==> src/design/wws_pkg.sv <==
`timescale 1ns / 1ps
package wws_pkg;

	localparam int PIX_W       = 8;
	localparam int OCOL_W      = 10;
	localparam int OROW_W      = 12;
	localparam int WIDTH_REG_W = 11;
	localparam int HGT_REG_W   = 13;
	localparam int MAX_HEIGHT  = 4096;
	localparam int CFG_IDX_W   = 3;
	localparam int CFG_DATA_W  = 40;
	localparam int TDATA_W     = 32;

	localparam logic [CFG_IDX_W-1:0] REG_IMAGE_WIDTH  = 3'd0;
	localparam logic [CFG_IDX_W-1:0] REG_IMAGE_HEIGHT = 3'd1;
	localparam logic [CFG_IDX_W-1:0] REG_WEIGHTS_ROW0 = 3'd2;
	localparam logic [CFG_IDX_W-1:0] REG_WEIGHTS_ROW4 = 3'd6;

	typedef struct packed {
		logic accept;
		logic plan;
		logic acc_start;
		logic acc_issue;
		logic div_start;
		logic div_step;
		logic advance;
	} wws_cmd_t;

	typedef struct packed {
		logic has_results;
		logic tap_last;
		logic pipe_busy;
		logic div_last;
		logic more_results;
	} wws_sts_t;

endpackage

==> src/design/wws_ctrl.sv <==
`timescale 1ns / 1ps
module wws_ctrl import wws_pkg::*; (
	input  logic     clk,
	input  logic     arst_n,
	input  logic     s_tvalid,
	output logic     s_tready,
	output logic     m_tvalid,
	input  logic     m_tready,
	input  wws_sts_t sts,
	output wws_cmd_t cmd
);

	typedef enum logic [2:0] {
		S_IDLE, S_PLAN, S_ACC, S_DRAIN, S_DIV, S_OUT
	} state_t;

	state_t state_q;

	assign s_tready = (state_q == S_IDLE);
	assign m_tvalid = (state_q == S_OUT);

	always_comb begin
		cmd = '0;
		unique case (state_q)
			S_IDLE: cmd.accept = s_tvalid;
			S_PLAN: begin
				cmd.plan      = 1'b1;
				cmd.acc_start = sts.has_results;
			end
			S_ACC:   cmd.acc_issue = 1'b1;
			S_DRAIN: cmd.div_start = !sts.pipe_busy;
			S_DIV:   cmd.div_step  = 1'b1;
			S_OUT: begin
				cmd.acc_start = m_tready && sts.more_results;
				cmd.advance   = m_tready && sts.more_results;
			end
			default: cmd = '0;
		endcase
	end

	always_ff @(posedge clk or negedge arst_n) begin
		if (!arst_n) begin
			state_q <= S_IDLE;
		end else begin
			unique case (state_q)
				S_IDLE:  if (s_tvalid) state_q <= S_PLAN;
				S_PLAN:  state_q <= sts.has_results ? S_ACC : S_IDLE;
				S_ACC:   if (sts.tap_last) state_q <= S_DRAIN;
				S_DRAIN: if (!sts.pipe_busy) state_q <= S_DIV;
				S_DIV:   if (sts.div_last) state_q <= S_OUT;
				S_OUT: begin
					if (m_tready) state_q <= sts.more_results ? S_ACC : S_IDLE;
				end
				default: state_q <= S_IDLE;
			endcase
		end
	end

	a_ready_not_valid: assert property (@(posedge clk) disable iff (!arst_n)
		s_tready |-> !m_tvalid) else $error("input taken while a word is pending");
	a_idle_pipe_empty: assert property (@(posedge clk) disable iff (!arst_n)
		(state_q == S_IDLE) |-> !sts.pipe_busy) else $error("tap pipe busy in idle");
	a_div_after_drain: assert property (@(posedge clk) disable iff (!arst_n)
		(state_q == S_DIV) && $past(state_q) != S_DIV |-> $past(state_q) == S_DRAIN)
		else $error("divide entered without drain");

endmodule

==> config.mk <==
export PLATFORM = sky130hd
export DESIGN_NAME = wws_ctrl
export DESIGN_NICKNAME = d
export VERILOG_FILES = /design/src/design/wws_pkg.sv /design/src/design/wws_ctrl.sv
export SDC_FILE = /design/constraint.sdc
export NUM_CORES = 1
export LEC_CHECK = 0
export ABC_AREA = 1
export BUFFER_PORTS_ARGS = -buffer_cell sky130_fd_sc_hd__clkbuf_2
export CAP_MARGIN = 20
export CORE_AREA = 2 2 39 41
export CTS_CLUSTER_SIZE = 24
export DETAILED_ROUTE_END_ITERATION = 16
export DIE_AREA = 0 0 41 43
export PLACE_DENSITY = 0.47
export SLEW_MARGIN = 40
export SYNTH_ARGS = -nofsm -noshare
export SYNTH_HDL_FRONTEND = slang
export SYNTH_SLANG_ARGS = --single-unit
==> constraint.sdc <==
create_clock -name clk -period 1.4 [get_ports clk]
set_input_delay 0.28 -clock clk [delete_from_list [all_inputs] [get_ports clk]]
set_output_delay 0.28 -clock clk [all_outputs]
set_load 0.01 [all_outputs]
==> metrics.md <==
| Metric | Value |
|---|---|
| Status | `complete, but fails checks` |
| Failing checks | `setup timing` |
| P_sw | `0.000514 W` |
| DR pass1 iterations | `2` |
| Largest net degree at the start of global routing | `7` |
| Reg2Reg Setup Slack | `50 ps` |
| DRC violations left | `0` |
| Final worst slack | `-131 ps` |
| Critical Path Start Type | `register` |
| Peak Freq | `653 MHz` |
| Antenna violations before repair | `0` |
| Post-synthesis sequential area ratio | `0.260` |
| Actual slew at the worst max-slew pin | `195 ps` |
| Largest register by flop count | `state_q` |
| Fin cells | `95` |
| Sequential share of power | `0.171` |
| Synthesized area | `289 sq um` |
| Clock Sinks | `3` |
| Reg clk slew, reported paths | `40 ps` |
| Synthesized flop and latch total | `3` |
| Total track usage | `0.120` |
| GP Congestion | `0.707` |
| Fin crit share | `1.09` |
| Worst hold path class | `input port to async pin` |
| Area growth from synthesis to layout | `93.5%` |
| Die height | `43 microns` |
| PwrDens | `2040 mW/mm^2` |
| Leak | `0.345 nW` |
| Die Wd | `41 microns` |
| Clk buf depth | `2` |
| Skew-Pair Late Insertion Delay | `230 ps` |
| Max Cap Viol | `0` |
| Post-Syn Area per Cell | `6.15 sq um` |
| Io pins | `18` |
| Syn_nets | `56` |
| Crit path kind | `register to output pin` |
| Final Net Count | `89` |
| CTS buffer count | `3` |
| Dpl cells | `81` |
| Slew Viols, Final | `0` |
| H-tree depth | `1` |
| WP data required | `1120 ps` |
| Post-Synthesis Cells | `47` |
| DR WL/cell | `9.32 microns` |
| Unrepaired setup endpoints after global routing | `true` |
| Pint | `0.000625 W` |
| Clk root buf | `clkbuf_4` |
| Iteration-0 DRC count of the detailed router | `2` |
| First-pass GRT wire length | `1410 microns` |
| Post-route ant nets | `0` |
| CORE AREA | `0.00138 sq mm` |
| Final hold violation count | `0` |
| Post-layout util | `0.404` |
| Crit path DAT | `1250 ps` |
| Switch share | `0.451` |
| GRT overflow | `0` |
| Via Count | `390` |
| Clock skew | `2.11 ps` |
| Setup violators final | `7` |
| N_diodes | `0` |
| CTS tree | `yes` |
| Minimum clock period | `1530 ps` |
| Warnings, synthesis | `0` |
| Register area | `77.6 sq um` |
| Slew margin rel. | `0.870` |
| Biggest regs | `state_q x3` |
| Layout cells sized above 1 | `0.595` |
| Filler Cell Count | `155` |
| Vias in the first global route | `357` |
| Most frequent cells in the layout | `clkbuf_2 (12), nand2_1 (10), buf_4 (8)` |
| Die Area | `0.00176 sq mm` |
| WL final | `885 microns` |
| Max FO, Critical Path | `4` |
| Max IR drop VDD | `0.000902 V` |
| Worst Setup End Kind | `output pin` |
| Via density | `4.11` |
| Port Buffers | `17` |
| Commonest non-fill, non-tap cell in the layout | `clkbuf_2` |
| Combinational power share | `0.697` |
| Initial Utilization | `0.209` |
| Max reg flops | `3` |
| Num rows | `14` |
| HPWL after detailed placement | `584 microns` |
| Multi-input logic area | `208 sq um` |
| Synth unique cells | `16` |
| Clock network power share | `0.131` |
## area by class of cell
type	count	share of cell area
multi-input combinational	34	0.371
sequential	3	0.139
timing repair buffer	28	0.340
clock buffer	4	0.0470
inverter	10	0.0671
tap	16	0.0358
## power groups by stage
stage / Clock (W) / Sequential [W] / Combinational, W
5_1_grt: 0.000172 / 0.000201 / 0.000880
4_1_cts: 0.000160 / 0.000191 / 0.000654
6_report: 0.000150 / 0.000195 / 0.000795
2_1_floorplan: 0 / 0.000182 / 0.000334
3_5_place_dp: 0 / 0.000191 / 0.000492
3_3_place_gp: 0 / 0.000193 / 0.000498
## final timing paths
kind	endpoint	start	cells after the start
min in group clk	state_q[1]	sts[0]	5
worst max register to register	state_q[1]	state_q[0]	8
worst min-delay path	state_q[2]	arst_n	2
worst min register to register	state_q[0]	state_q[1]	3
worst max-delay path	cmd[4]	state_q[2]	5
max in group asynchronous	state_q[1]	arst_n	2
## cells in the mapped netlist
master	instances	area share
o21bai_1	1	0.026
nor2_1	4	0.052
dfrtp_1	3	0.26
nand2_2	1	0.022
nor3_2	2	0.069
inv_1	7	0.091
nand4_1	2	0.043
nor2_2	2	0.043
nand3_1	4	0.069
and2_2	1	0.026
nand2_1	13	0.17
o21ai_1	1	0.017
inv_2	3	0.039
and2_1	1	0.022
a21oi_1	1	0.017
nand3_2	1	0.035
## worst max-delay path, stage by stage (launching register included)
cell      delay [ps]
dfrtp_2          400
inv_2             70
nor3_4           200
nand2_2           90
o21ai_1          120
clkbuf_2         140
## per-layer routing
| metal | track usage | vias up | wire length (microns) |
|---|---|---|---|
| li1 | - | 208 | - |
| met1 | 0.129 | 171 | 335 |
| met3 | 0.0157 | 2 | 33 |
| met4 | 0.0800 | 0 | 16 |
| met5 | 0 | - | 0 |
| met2 | 0.200 | 9 | 499 |
## per-stage QoR
| stage | hold slack [ps] | instance area (sq um) | TNS [ps] | setup slack, ps | power (W) |
|---|---|---|---|---|---|
| floorplan | -15.6 | 289 | 0 | 67.0 | 0.000516 |
| global route | 382 | 559 | -1100 | -220 | 0.00125 |
| finish | 373 | 559 | -438 | -131 | 0.00114 |
| CTS | 363 | 500 | -401 | -114 | 0.00100 |
| detailed placement | 78.1 | 402 | 0 | 50.8 | 0.000683 |
| global placement | 79.7 | 402 | 0 | 50.3 | 0.000691 |
## logic make-up (layout without fill, tap and decap cells)
logic type | after synthesis | after routing | share of synthesized area
simple gates | 31 | 31 | 0.550
compound gates | 3 | 3 | 0.0606
buf+inv | 10 | 42 | 0.130
flops | 3 | 3 | 0.260
## timing repair
action / CTS / global route
setup buffers: 5 / 5
gates cloned: 0 / 0
endpoints found under the hold margin: 3 / 0
setup endpoints to repair: 8 / 8
gates resized for setup: 8 / 12
hold buffers: 1 / 0
pin swaps: 3 / 1
No activity file was read; power rests on OpenSTA's default activity.
